## config.mk

```make
export PLATFORM = sky130hd
export DESIGN_NAME = led_fade_blink_controller
export DESIGN_NICKNAME = d
export VERILOG_FILES = /design/src/rtl/core/lfb_pkg.sv /design/src/rtl/core/lfb_div.sv /design/src/rtl/core/led_fade_blink_controller.sv
export SDC_FILE = /design/constraint.sdc
export NUM_CORES = 1
export LEC_CHECK = 0
export BUFFER_PORTS_ARGS = -buffer_cell sky130_fd_sc_hd__clkbuf_2
export CAP_MARGIN = 20
export CORE_MARGIN = 2
export CORE_UTILIZATION = 40
export CTS_BUF_LIST = sky130_fd_sc_hd__clkbuf_8
export DETAILED_ROUTE_END_ITERATION = 10
export PLACE_DENSITY_LB_ADDON = 0.25
export SLEW_MARGIN = 10
export SYNTH_ARGS = -nofsm -noshare
export SYNTH_HDL_FRONTEND = slang
export SYNTH_SLANG_ARGS = --single-unit
export TNS_END_PERCENT = 5
```

## constraint.sdc

```tcl
create_clock -name i_clk -period 5.35 [get_ports i_clk]
set_input_delay 1.07 -clock i_clk [delete_from_list [all_inputs] [get_ports i_clk]]
set_output_delay 1.07 -clock i_clk [all_outputs]
set_load 0.1 [all_outputs]
```

## src/rtl/core/lfb_pkg.sv

```systemverilog
// ----------------------------------------------------------------------------
// lfb_pkg
// Shared types and constants of the LED fade and blink controller.
// ----------------------------------------------------------------------------
package lfb_pkg;

    localparam int unsigned TIME_W  = 16;  // millisecond counters and periods
    localparam int unsigned LEVEL_W = 8;   // brightness values

    // Kind of word on the input channel.
    typedef enum logic [1:0] {
        REQ_TICK  = 2'd0,
        REQ_FADE  = 2'd1,
        REQ_BLINK = 2'd2,
        REQ_SET   = 2'd3
    } t_req;

    // Operating mode; the fourth code is never stored.
    typedef enum logic [1:0] {
        MODE_IDLE  = 2'd0,
        MODE_FADE  = 2'd1,
        MODE_BLINK = 2'd2
    } t_mode;

    // Serial divider control.
    typedef enum logic {
        DIV_IDLE = 1'b0,
        DIV_RUN  = 1'b1
    } t_div_state;

endpackage

```

## src/rtl/core/lfb_div.sv

```systemverilog
// ----------------------------------------------------------------------------
// lfb_div
// Bit-serial restoring divider: one quotient bit per clock cycle.
// ----------------------------------------------------------------------------
module lfb_div
    import lfb_pkg::*;
(
    input  logic               i_clk,
    input  logic               i_rst_n,
    input  logic               i_start,
    input  logic [TIME_W-1:0]  i_dividend,
    input  logic [LEVEL_W-1:0] i_divisor,
    output logic               o_busy,
    output logic               o_done,
    output logic [TIME_W-1:0]  o_quotient
);

    localparam int unsigned CNT_W = $clog2(TIME_W);
    localparam logic [CNT_W-1:0] LAST_BIT = CNT_W'(TIME_W - 1);

    t_div_state r_state;
    t_div_state n_state;

    logic [CNT_W-1:0]   r_count;
    logic [TIME_W-1:0]  r_quo;     // dividend bits shift out, quotient bits shift in
    logic [LEVEL_W-1:0] r_rem;
    logic [LEVEL_W-1:0] r_divisor;

    logic [LEVEL_W:0]   trial;
    logic [LEVEL_W:0]   trial_diff;
    logic               q_bit;
    logic [LEVEL_W-1:0] rem_next;
    logic               last_step;

    // One restoring step on the partial remainder.
    always_comb begin
        trial      = {r_rem, r_quo[TIME_W-1]};
        trial_diff = trial - {1'b0, r_divisor};
        q_bit      = (trial >= {1'b0, r_divisor});
        rem_next   = q_bit ? trial_diff[LEVEL_W-1:0] : trial[LEVEL_W-1:0];
        last_step  = (r_count == LAST_BIT);
    end

    always_comb begin
        n_state = r_state;
        case (r_state)
            DIV_IDLE: begin
                if (i_start) begin
                    n_state = DIV_RUN;
                end
            end
            DIV_RUN: begin
                if (last_step) begin
                    n_state = DIV_IDLE;
                end
            end
            default: n_state = DIV_IDLE;
        endcase
    end

    always_comb begin
        o_busy     = (r_state == DIV_RUN);
        o_done     = (r_state == DIV_RUN) && last_step;
        o_quotient = {r_quo[TIME_W-2:0], q_bit};
    end

    always_ff @(posedge i_clk) begin
        if (!i_rst_n) begin
            r_state <= DIV_IDLE;
            r_count <= '0;
        end else begin
            r_state <= n_state;
            if (r_state == DIV_RUN) begin
                r_count <= r_count + CNT_W'(1);
            end else begin
                r_count <= '0;
            end
        end
    end

    always_ff @(posedge i_clk) begin
        if (r_state == DIV_IDLE && i_start) begin
            r_quo     <= i_dividend;
            r_rem     <= '0;
            r_divisor <= i_divisor;
        end else if (r_state == DIV_RUN) begin
            r_quo <= {r_quo[TIME_W-2:0], q_bit};
            r_rem <= rem_next;
        end
    end

endmodule

```

## src/rtl/core/led_fade_blink_controller.sv

```systemverilog
// ----------------------------------------------------------------------------
// led_fade_blink_controller
// LED brightness sequencer driven by command words and millisecond ticks.
// ----------------------------------------------------------------------------
// Usage:
//   The input channel (i_in_valid / o_in_stall) takes one word per item: a
//   millisecond tick, a fade command, a blink command or a set command. The
//   output channel (o_out_valid / i_out_stall) returns exactly one word per
//   accepted item: brightness, a changed flag and the mode after that item.
//   Every item has its result in the output register in the cycle after it is
//   accepted. Ticks, blink and set commands, and fade commands to the
//   current level, are taken one item per cycle while the receiver keeps
//   up. A fade command whose target differs from the current brightness
//   starts the bit-serial divider, which works out the step period one
//   quotient bit per cycle; the input stalls while the divider runs.
//   When the receiver stalls, the result stays in the output register and a
//   new word is taken only in a cycle in which the waiting one leaves.
//   Reset clears the mode to idle, all levels, times and counters to zero,
//   and empties the output register.
// ----------------------------------------------------------------------------
module led_fade_blink_controller
    import lfb_pkg::*;
(
    input  logic               i_clk,
    input  logic               i_rst_n,
    // Input channel.
    input  logic               i_in_valid,
    output logic               o_in_stall,
    input  logic [1:0]         i_req_type,
    input  logic [TIME_W-1:0]  i_fade_duration,
    input  logic [LEVEL_W-1:0] i_fade_target,
    input  logic [TIME_W-1:0]  i_low_time,
    input  logic [TIME_W-1:0]  i_high_time,
    input  logic [LEVEL_W-1:0] i_low_level,
    input  logic [LEVEL_W-1:0] i_high_level,
    input  logic [LEVEL_W-1:0] i_direct_level,
    // Output channel.
    output logic               o_out_valid,
    input  logic               i_out_stall,
    output logic [LEVEL_W-1:0] o_brightness,
    output logic               o_changed,
    output logic [1:0]         o_mode_now
);

    // Sequencer state.
    t_mode              r_mode;
    logic [LEVEL_W-1:0] r_level;
    logic [TIME_W-1:0]  r_elapsed;
    logic [TIME_W-1:0]  r_step_period;
    logic [LEVEL_W-1:0] r_target;
    logic [TIME_W-1:0]  r_blink_low_time;
    logic [TIME_W-1:0]  r_blink_high_time;
    logic [LEVEL_W-1:0] r_blink_low_level;
    logic [LEVEL_W-1:0] r_blink_high_level;
    logic               r_phase_high;

    t_mode              n_mode;
    logic [LEVEL_W-1:0] n_level;
    logic [TIME_W-1:0]  n_elapsed;
    logic [TIME_W-1:0]  n_step_period;
    logic [LEVEL_W-1:0] n_target;
    logic [TIME_W-1:0]  n_blink_low_time;
    logic [TIME_W-1:0]  n_blink_high_time;
    logic [LEVEL_W-1:0] n_blink_low_level;
    logic [LEVEL_W-1:0] n_blink_high_level;
    logic               n_phase_high;
    logic               n_changed;

    // Output register.
    logic               r_out_valid;
    logic [LEVEL_W-1:0] r_brightness;
    logic               r_changed;
    t_mode              r_mode_now;

    logic               in_accept;
    logic               out_take;
    t_req               req;
    logic [LEVEL_W-1:0] fade_diff;
    logic [TIME_W-1:0]  tick_count;
    logic [TIME_W-1:0]  blink_limit;

    logic               div_start;
    logic               div_busy;
    logic               div_done;
    logic [TIME_W-1:0]  div_quotient;

    lfb_div u_div (
        .i_clk      (i_clk),
        .i_rst_n    (i_rst_n),
        .i_start    (div_start),
        .i_dividend (i_fade_duration),
        .i_divisor  (fade_diff),
        .o_busy     (div_busy),
        .o_done     (div_done),
        .o_quotient (div_quotient)
    );

    // The input waits while the divider runs, and while a result is held by
    // the receiver. A result that leaves this cycle frees the register.
    assign out_take   = r_out_valid && !i_out_stall;
    assign o_in_stall = div_busy || (r_out_valid && i_out_stall);
    assign in_accept  = i_in_valid && !o_in_stall;

    assign req        = t_req'(i_req_type);
    assign fade_diff  = (i_fade_target >= r_level) ? (i_fade_target - r_level)
                                                   : (r_level - i_fade_target);
    assign tick_count = r_elapsed + TIME_W'(1);
    assign blink_limit = r_phase_high ? r_blink_high_time : r_blink_low_time;

    always_comb begin
        n_mode             = r_mode;
        n_level            = r_level;
        n_elapsed          = r_elapsed;
        n_step_period      = r_step_period;
        n_target           = r_target;
        n_blink_low_time   = r_blink_low_time;
        n_blink_high_time  = r_blink_high_time;
        n_blink_low_level  = r_blink_low_level;
        n_blink_high_level = r_blink_high_level;
        n_phase_high       = r_phase_high;
        n_changed          = 1'b0;
        div_start          = 1'b0;

        // The quotient lands while the input is stalled, so it never meets
        // an accepted word in the same cycle.
        if (div_done) begin
            n_step_period = div_quotient;
        end

        if (in_accept) begin
            case (req)
                REQ_TICK: begin
                    // The counter advances in every mode and clears only
                    // when a step fires.
                    n_elapsed = tick_count;
                    case (r_mode)
                        MODE_FADE: begin
                            if (tick_count >= r_step_period) begin
                                n_elapsed = '0;
                                n_changed = 1'b1;
                                if (r_level == r_target) begin
                                    n_mode = MODE_IDLE;
                                end else if (r_level > r_target) begin
                                    n_level = r_level - LEVEL_W'(1);
                                end else begin
                                    n_level = r_level + LEVEL_W'(1);
                                end
                            end
                        end
                        MODE_BLINK: begin
                            if (tick_count >= blink_limit) begin
                                n_elapsed    = '0;
                                n_changed    = 1'b1;
                                n_level      = r_phase_high ? r_blink_low_level
                                                            : r_blink_high_level;
                                n_phase_high = !r_phase_high;
                            end
                        end
                        default: ;
                    endcase
                end
                REQ_FADE: begin
                    // A fade to the current level gets a period of zero;
                    // otherwise the divider supplies duration / difference.
                    n_target = i_fade_target;
                    n_mode   = MODE_FADE;
                    if (fade_diff == '0) begin
                        n_step_period = '0;
                    end else begin
                        div_start = 1'b1;
                    end
                end
                REQ_BLINK: begin
                    n_blink_low_time   = i_low_time;
                    n_blink_high_time  = i_high_time;
                    n_blink_low_level  = i_low_level;
                    n_blink_high_level = i_high_level;
                    n_phase_high       = 1'b0;
                    n_mode             = MODE_BLINK;
                end
                REQ_SET: begin
                    n_level   = i_direct_level;
                    n_changed = 1'b1;
                end
                default: ;
            endcase
        end
    end

    always_ff @(posedge i_clk) begin
        if (!i_rst_n) begin
            r_mode             <= MODE_IDLE;
            r_level            <= '0;
            r_elapsed          <= '0;
            r_step_period      <= '0;
            r_target           <= '0;
            r_blink_low_time   <= '0;
            r_blink_high_time  <= '0;
            r_blink_low_level  <= '0;
            r_blink_high_level <= '0;
            r_phase_high       <= 1'b0;
            r_out_valid        <= 1'b0;
        end else begin
            r_mode             <= n_mode;
            r_level            <= n_level;
            r_elapsed          <= n_elapsed;
            r_step_period      <= n_step_period;
            r_target           <= n_target;
            r_blink_low_time   <= n_blink_low_time;
            r_blink_high_time  <= n_blink_high_time;
            r_blink_low_level  <= n_blink_low_level;
            r_blink_high_level <= n_blink_high_level;
            r_phase_high       <= n_phase_high;
            if (in_accept) begin
                r_out_valid <= 1'b1;
            end else if (out_take) begin
                r_out_valid <= 1'b0;
            end
        end
    end

    // The result of every word is known in its accept cycle.
    always_ff @(posedge i_clk) begin
        if (in_accept) begin
            r_brightness <= n_level;
            r_changed    <= n_changed;
            r_mode_now   <= n_mode;
        end
    end

    assign o_out_valid  = r_out_valid;
    assign o_brightness = r_brightness;
    assign o_changed    = r_changed;
    assign o_mode_now   = r_mode_now;

endmodule

```

==> results of run 1 <==
## final timing paths
kind / slack (ps) / startpoint / endpoint / cells after the start
setup / recovery: 1000 / r_elapsed[2] / o_brightness[6] / 15
hold / removal: 450 / u_div.r_count[0] / u_div.r_count[0] / 1
setup reg to reg: 1000 / r_elapsed[2] / o_brightness[6] / 15
hold reg to reg: 450 / u_div.r_count[0] / u_div.r_count[0] / 1
## power breakdown
part / total [uW] / switching (uW) / leakage [uW] / internal [uW]
clock: 883 / 465 / 0.000194 / 418
sequential: 1260 / 45.4 / 0.00125 / 1210
combinational: 665 / 404 / 0.00271 / 262
total: 2810 / 914 / 0.00415 / 1890
## flip-flops by register name, indices dropped and copies added, names as in the netlist
| register | flops |
|---|---|
| r_blink_low_time | 16 |
| o_changed | 1 |
| u_div.o_busy | 1 |
| r_level | 8 |
| r_elapsed | 16 |
| r_phase_high | 1 |
| r_step_period | 16 |
| r_mode | 2 |
| r_blink_high_level | 8 |
| u_div.r_count | 4 |
| u_div.r_divisor | 8 |
| o_brightness | 8 |
| r_blink_low_level | 8 |
| u_div.r_quo | 16 |
| r_blink_high_time | 16 |
| o_out_valid | 1 |
| r_target | 8 |
| o_mode_now | 2 |
| u_div.r_rem | 8 |
## cell families after synthesis
group | after synthesis | synth area share, %
simple gates | 331 | 17.2
compound gates | 224 | 17.1
flops | 148 | 37.7
buf+inv | 108 | 5.12
fa+ha+maj | 82 | 12.0
mux | 64 | 7.97
xor+xnor | 29 | 2.89
## metal layers
metal	routed length (um)	share of wire (%)	GRT usage, %	vias up
met1	10200	47	25.5	3374
met5	0	0	0	-
li1	-	-	-	3680
met2	10200	47	30.7	146
met3	1010	4.7	3.24	15
met4	199	0.92	4.85	0
## cells in the final DEF, fill, tap and decap left out, types with 9 or more instances in the layout
cell and n:
xor2_1 11, xnor2_1 18, a21oi_1 82, a211oi_1 11, inv_1 62, nand2_1 150, clkbuf_8 17, nor3_1 15
o21ai_0 30, clkbuf_2 98, nand2b_1 10, mux2_2 12, and3_1 10, a21o_1 15, and2_1 13, dfxtp_1 113
ha_1 78, a22oi_1 10, edfxtp_1 35, nor2_1 66, nand4_1 17, buf_4 10, mux2_4 9, mux2i_1 43
nand3_1 22
## layout make-up
type | instances | share of cell area, %
Inverter | 64 | 2.43
Sequential cell | 148 | 33.5
Clock buffer | 17 | 2.37
Multi-Input combinational cell | 730 | 50.9
Tap cell | 280 | 3.54
Clock inverter | 15 | 1.58
Timing Repair Buffer | 108 | 5.72
## metrics by stage
stage	hold slack (ps)	cells	worst slack, ps	cell area (um^2)	total power (uW)
3_3_place_gp	440	1330	971	9500	1940
2_1_floorplan	418	986	1190	8790	1780
4_1_cts	455	1362	1040	9890	2840
5_1_grt	475	1362	693	9890	2960
3_5_place_dp	442	1330	901	9500	1950
6_report	451	1362	1000	9890	2810
==> flow_metrics.tcl, run 1 <==
set metrics [dict create \
    cp-start-kind "flop" \
    ff_latch_area_mm2 0.00331 \
    io_pins 99 \
    clockBufferDepth 2 \
    synth_top_cell_area_share_pct 25.7 \
    slew_headroom_pct 34.3 \
    path_clk_slew_ps 90 \
    globalplace.congestion 0.853 \
    utilization_pct 45.6 \
    hp-class "flop to flop" \
    ant_nets 0 \
    syn_inst 986 \
    num_vias 7215 \
    fin_tns_setup_ps 0 \
    die_area_mm2 0.0232 \
    p_leak_uw 0.00415 \
    synth_top_area_cell "dfxtp_1" \
    cts_setup_buffers 0 \
    hpwlAfterDp_mm 16.3 \
    ys_warn_count 0 \
    routedWlPerCell_um 15.9 \
    netlist_top_cells_area "dfxtp_1 26%, edfxtp_1 12%, ha_1 11%" \
    rows 54 \
    grt_pass1_wl_mm 35.3 \
    hold_buffers 0 \
    period_share_pct 81.3 \
    synth_most_common_cell "nand2_1" \
    syn_nets 1154 \
    die_x_um 152 \
    cts_sinks 148 \
    cts_tree "yes" \
    synth-async-reset-ratio_pct 0 \
    drive_gt1_share_pct 16.5 \
    hold_viol 0 \
    ir_drop_v 0.000142 \
    yosys-top-cells-count "150 x nand2_1, 113 x dfxtp_1, 82 x a21oi_1, 78 x ha_1, 66 x nor2_1" \
    ys_types 76 \
    timing.clock.skew_ps 16.2 \
    powerDensity_mw_per_mm2 284 \
    finalSetupViolations 0 \
    grt_max_degree 63 \
    avgSynthCellArea_um2 8.92 \
    status "completed" \
    n_antenna_cell 0 \
    cp-end-kind "flop" \
    grt.total_usage_pct 18.7 \
    fmax_ghz 0.230 \
    slowest_delay_ps 550 \
    initial_core_util_pct 40.5 \
    timing_worst_slew_pin_value_ps 981 \
    synth_edf_count 35 \
    cp.required_ps 5530 \
    syn_to_final_growth_pct 12.5 \
    core_area_mm2 0.0217 \
    rsz0062_at_grt "no" \
    path_class "flop to flop" \
    die_y_um 152 \
    slowest_stage "a2111oi_0" \
    cts_made_buffers 17 \
    clkLatencyLatePin_ps 450 \
    htree_levels 4 \
    synth_area_mm2 0.00879 \
    io_buffers 98 \
    nets 1237 \
    crit_arrival_ps 4530 \
    grt_pass1_vias 6898 \
    cp_cell_sequence "and4_1, nand4_1, nor3_1, and3_1, nand3_1, xnor2_1, ha_1, and4_1, a31oi_1, o221ai_1, o21ai_1, buf_4, nor2_1, a2111oi_0, a31oi_1" \
    yosys_most_used_dff "dfxtp_1" \
    cts_root_buf "clkbuf_8" \
    antenna_found_initial 0 \
    multi_input_area_mm2 0.00503 \
    fillers 2140 \
    cp_num_buf_inv 1 \
    drv_cap 0 \
    drc 0 \
    viasPerCell 5.30 \
    ys_seq_area_share_pct 37.7 \
    cp_max_fo 7 \
    drv_slew 0 \
    cts_resized 0 \
    ys_ff_latch 148 \
    drt_first_iter_violations 397 \
    overflow 0 \
    drt-total-wl_mm 21.6 \
    fin_crit_ps 4350 \
    crit_family "simple AND/OR/NAND/NOR gates" \
    first_pass_iters 6 \
]
No activity file was read; power rests on OpenSTA's default activity.
==> run 2, diff against run 1 <==
clock period = 4 ns   (was 5.35 ns; I/O delays follow)
==> run 2 against run 1 <==
Sequential cell count stayed put. Largest power group unchanged. Sequential share of layout area fell by 1.4 points. Routed wire length rose by 1.5%. Die area stayed put. Cell area increased by 4.4%. Global-route usage rose by 0.057 points. Utilization rose by 2.0 points. Cell count increased by 3.7%. Critical path type unchanged.
==> flow_metrics.tcl, run 2 (same netlist as run 1, synthesis figures left out) <==
set metrics [dict create \
    status "completed" \
    p_total_uw 3840 \
    cp.required_ps 4200 \
    final_common_cell "nand2_1" \
    dp.cells 1377 \
    hp-class "flop to flop" \
    clkLatencyLatePin_ps 460 \
    final_area_mm2 0.0103 \
    drive_gt1_share_pct 20.8 \
    overflow 0 \
    grt.total_usage_pct 18.7 \
    num_vias 7403 \
    htree_levels 4 \
    cp-start-kind "flop" \
    hpwlAfterDp_mm 16.6 \
    finalSetupViolations 0 \
    p_leak_uw 0.00444 \
    globalplace.congestion 0.879 \
    fmax_ghz 0.266 \
    die_x_um 152 \
    whs_ps 454 \
    first_pass_iters 5 \
    drv_cap 0 \
    crit_arrival_ps 3970 \
    timing.clock.skew_ps 18.4 \
    path_clk_slew_ps 90 \
    cts_sinks 148 \
    placed_area_mm2 0.00986 \
    grt_pass1_vias 7043 \
    fin_tns_setup_ps 0 \
    rows 54 \
    path_class "flop to flop" \
    die_y_um 152 \
    fin_crit_ps 3770 \
    drv_slew 0 \
    nets 1287 \
    rsz0062_at_grt "no" \
    drt-total-wl_mm 21.9 \
    grt_pass1_wl_mm 35.3 \
    powerDensity_mw_per_mm2 372 \
    core_area_mm2 0.0217 \
    initial_core_util_pct 40.5 \
    io_buffers 98 \
    cts_tree "yes" \
    clockBufferDepth 2 \
    routedWlPerCell_um 15.5 \
    n_antenna_cell 0 \
    ant_nets 0 \
    grt_max_degree 62 \
    period_share_pct 94.2 \
    die_area_mm2 0.0232 \
    cts_made_buffers 17 \
    drt_first_iter_violations 437 \
    stdcell_count 1412 \
    io_pins 99 \
    timing_worst_slew_pin_value_ps 963 \
    hold_viol 0 \
    cp-end-kind "flop" \
    cts_root_buf "clkbuf_8" \
    viasPerCell 5.24 \
    hold_buffers 0 \
    antenna_found_initial 0 \
    mostFrequentLayoutCells "150 x nand2_1, 112 x dfxtp_1, 98 x clkbuf_2, 82 x a21oi_1, 78 x ha_1" \
    syn_to_final_growth_pct 17.4 \
    ir_drop_v 0.000183 \
    cp_max_fo 6 \
    drc 0 \
    slew_headroom_pct 35.6 \
]
[run 2: through the flow]
stage          setup WS (ps)  util [%]
3_5_place_dp            31.4      45.5
5_1_grt                 9.52      47.6
3_3_place_gp            44.0      45.5
2_1_floorplan           48.6         -
4_1_cts                 47.6      47.3
6_report                 234      47.6
[run 2: report_power, final]
group	total, uW	internal [uW]	switching (uW)
registers	1680	1620	52.9
logic	935	385	550
clock network	1220	611	613
[run 2: what timing repair did]
action,in CTS,in global routing
buffers inserted,0,3
endpoints found under the setup margin,0,26
resized for setup,0,10
[run 2: per-layer routing]
| layer | GRT usage, % | routed length (um) | vias to the layer above |
|---|---|---|---|
| met2 | 30.5 | 10300 | 155 |
| met3 | 3.95 | 1030 | 15 |
| li1 | - | - | 3772 |
| met1 | 25.8 | 10400 | 3461 |
| met5 | 0 | 0 | - |
| met4 | 3.87 | 180 | 0 |
[run 2: area by class of cell]
| type | count | area, um^2 |
|---|---|---|
| timing repair buffer | 158 | 953 |
| tap | 280 | 350 |
| clock inverter | 15 | 166 |
| inverter | 64 | 240 |
| multi-input combinational | 730 | 5060 |
| fill | 2118 | 11400 |
| clock buffer | 17 | 234 |
| sequential | 148 | 3310 |
[run 2: final timing paths]
kind / from / to / slack [ps] / depth (start not counted)
max: r_elapsed[4] / o_brightness[0] / 230 / 14
min: u_div.r_count[0] / u_div.r_count[0] / 450 / 1
max reg2reg: r_elapsed[4] / o_brightness[0] / 230 / 14
min reg2reg: u_div.r_count[0] / u_div.r_count[0] / 450 / 1
[run 2: critical path: stages, from the launching register on]
cell and delay [ps]:
dfxtp_2 360, and4_4 240, nand4_1 190, nor2_1 250
xor2_1 280, ha_1 300, a21o_1 180, a21o_1 170
a221oi_1 450, o221ai_1 190, o21ai_1 230, buf_4 180
o311a_1 190, and3_1 190, o22ai_1 120
==> run 3, diff against run 2 <==
clock period = 3.5 ns   (was 4 ns; I/O delays follow)
==> run 3 against run 2 <==
The run now ends with negative setup slack left. Total power increased by 13%. Cell count increased by 6.2%. Worst setup slack got worse by 350 ps. Clock power about the same. Sequential cell count unchanged. First-iteration DRC count decreased by 14%. Critical path depth increased by 1. Critical path type unchanged. Largest power group unchanged. Highest routed layer unchanged.
==> flow_metrics.tcl, run 3 (same netlist as run 1, synthesis figures left out) <==
set metrics [dict create \
    status "complete, but fails checks" \
    violations "negative setup slack" \
    syn_to_final_growth_pct 29.0 \
    clockBufferDepth 2 \
    ant_nets 0 \
    final_common_cell "nand2_1" \
    die_y_um 152 \
    path_clk_slew_ps 90 \
    first_pass_iters 5 \
    fillers 2003 \
    fmax_ghz 0.277 \
    io_pins 99 \
    grt.total_usage_pct 20.1 \
    stdcell_count 1500 \
    cp-start-kind "flop" \
    routedWlPerCell_um 15.7 \
    p_total_uw 4340 \
    slowest_delay_ps 500 \
    overflow 0 \
    nets 1375 \
    drv_cap 0 \
    path_class "flop to flop" \
    drive_gt1_share_pct 31.0 \
    cts_sinks 148 \
    drv_slew 0 \
    dp.cells 1461 \
    crit_arrival_ps 3960 \
    cts_made_buffers 17 \
    clkLatencyLatePin_ps 450 \
    globalplace.congestion 0.850 \
    hold_viol 0 \
    rsz0062_at_grt "yes" \
    io_buffers 98 \
    cp_num_buf_inv 1 \
    cts_tree "yes" \
    finalSetupViolations 23 \
    cp-end-kind "flop" \
    setup_ws_ps -113 \
    core_area_mm2 0.0217 \
    hpwlAfterDp_mm 17.8 \
    slew_headroom_pct 63.5 \
    hp-class "flop to flop" \
    startpoint "r_elapsed[5]" \
    ir_drop_v 0.000194 \
    grt_max_degree 61 \
    initial_core_util_pct 40.5 \
    drt-total-wl_mm 23.6 \
    min_from "u_div.r_count[0]" \
    drc 0 \
    period_share_pct 103 \
    reg2regPathDepth 15 \
    cp.required_ps 3850 \
    htree_levels 4 \
    cts_root_buf "clkbuf_8" \
    timing_worst_slew_pin_value_ps 550 \
    antenna_found_initial 0 \
    worst-path-stages 15 \
    grt_pass1_vias 7593 \
    rows 54 \
    fin_crit_ps 3610 \
    drt_first_iter_violations 375 \
    timing.clock.skew_ps 13.9 \
    p_leak_uw 0.00493 \
    cp_max_fo 5 \
    whs_ps 455 \
    mostFrequentLayoutCells "149 x nand2_1, 139 x buf_4, 107 x dfxtp_1, 98 x clkbuf_2, 80 x a21oi_1" \
    powerDensity_mw_per_mm2 383 \
    worstHoldPathCells 1 \
    viasPerCell 5.19 \
    die_x_um 152 \
    cp_cell_sequence "and4_1, nand4_1, nor3_2, and3_4, nand3_4, xnor2_4, ha_4, and4_4, buf_6, o2111a_1, nand2_1, nand4_1, nand4b_1, a2111o_1, and2_1" \
    num_vias 7788 \
    slowest_stage "a2111o_1" \
    r2r-start "r_elapsed[5]" \
    path_common_cell "nand4_1" \
    die_area_mm2 0.0232 \
    n_antenna_cell 0 \
    grt_pass1_wl_mm 38.0 \
    crit_family "simple AND/OR/NAND/NOR gates" \
]
-- run 3: cell types whose count changed in the layout (fill, tap and decap cells not counted), moves of 7 or more --
cell     change
buf_4       +80
ha_1         -8
ha_4         +7
o21ai_0     -10
o21ai_1      +7
-- run 3: per-layer routing --
metal  up-vias  share of wire [%]  GRT usage, %
li1       3955                  -             -
met2       141                 47          33.3
met3        24                4.3          3.67
met4         0                1.3          4.94
met5         -                  0             0
met1      3668                 48          27.4
-- run 3: final timing paths --
check	end	slack, ps
hold reg to reg	u_div.r_count[0]	460
setup / recovery	r_level[5]	-110
setup reg to reg	r_level[5]	-110
hold / removal	u_div.r_count[0]	460
-- run 3: what timing repair did --
action | CTS | global route
gates resized for setup | 17 | 52
endpoints found under the setup margin | 29 | 71
pin swaps | 9 | 29
cloned | 0 | 1
hold buffers | 0 | 0
setup buffers | 3 | 3
-- run 3: where the power goes --
part | internal, uW | switching, uW
Combinational | 549 | 685
Sequential | 1850 | 61.3
Clock | 500 | 695
Total | 2900 | 1440
-- run 3: cell type report --
cell class | instances | area [um^2] | share of cell area, %
clock inverters | 14 | 88.8 | 0.783
inverters | 64 | 253 | 2.23
flip-flops and latches | 148 | 3320 | 29.3
multi-input cells | 730 | 5410 | 47.7
repair buffers | 246 | 1660 | 14.7
well taps | 280 | 350 | 3.09
clock buffers | 18 | 248 | 2.18
-- run 3: through the flow --
| step | util, % | setup TNS (ps) | setup WS [ps] | instance area, um^2 |
|---|---|---|---|---|
| final | 52.3 | -1120 | -113 | 11300 |
| after global routing | 52.3 | -6590 | -276 | 11300 |
| after CTS | 51.1 | -4.77 | -4.77 | 11100 |
| after detailed placement | 49.1 | -17480 | -364 | 10600 |
| after global placement | 49.1 | -12910 | -317 | 10600 |
| after floorplan | - | -1400 | -71.6 | 8910 |
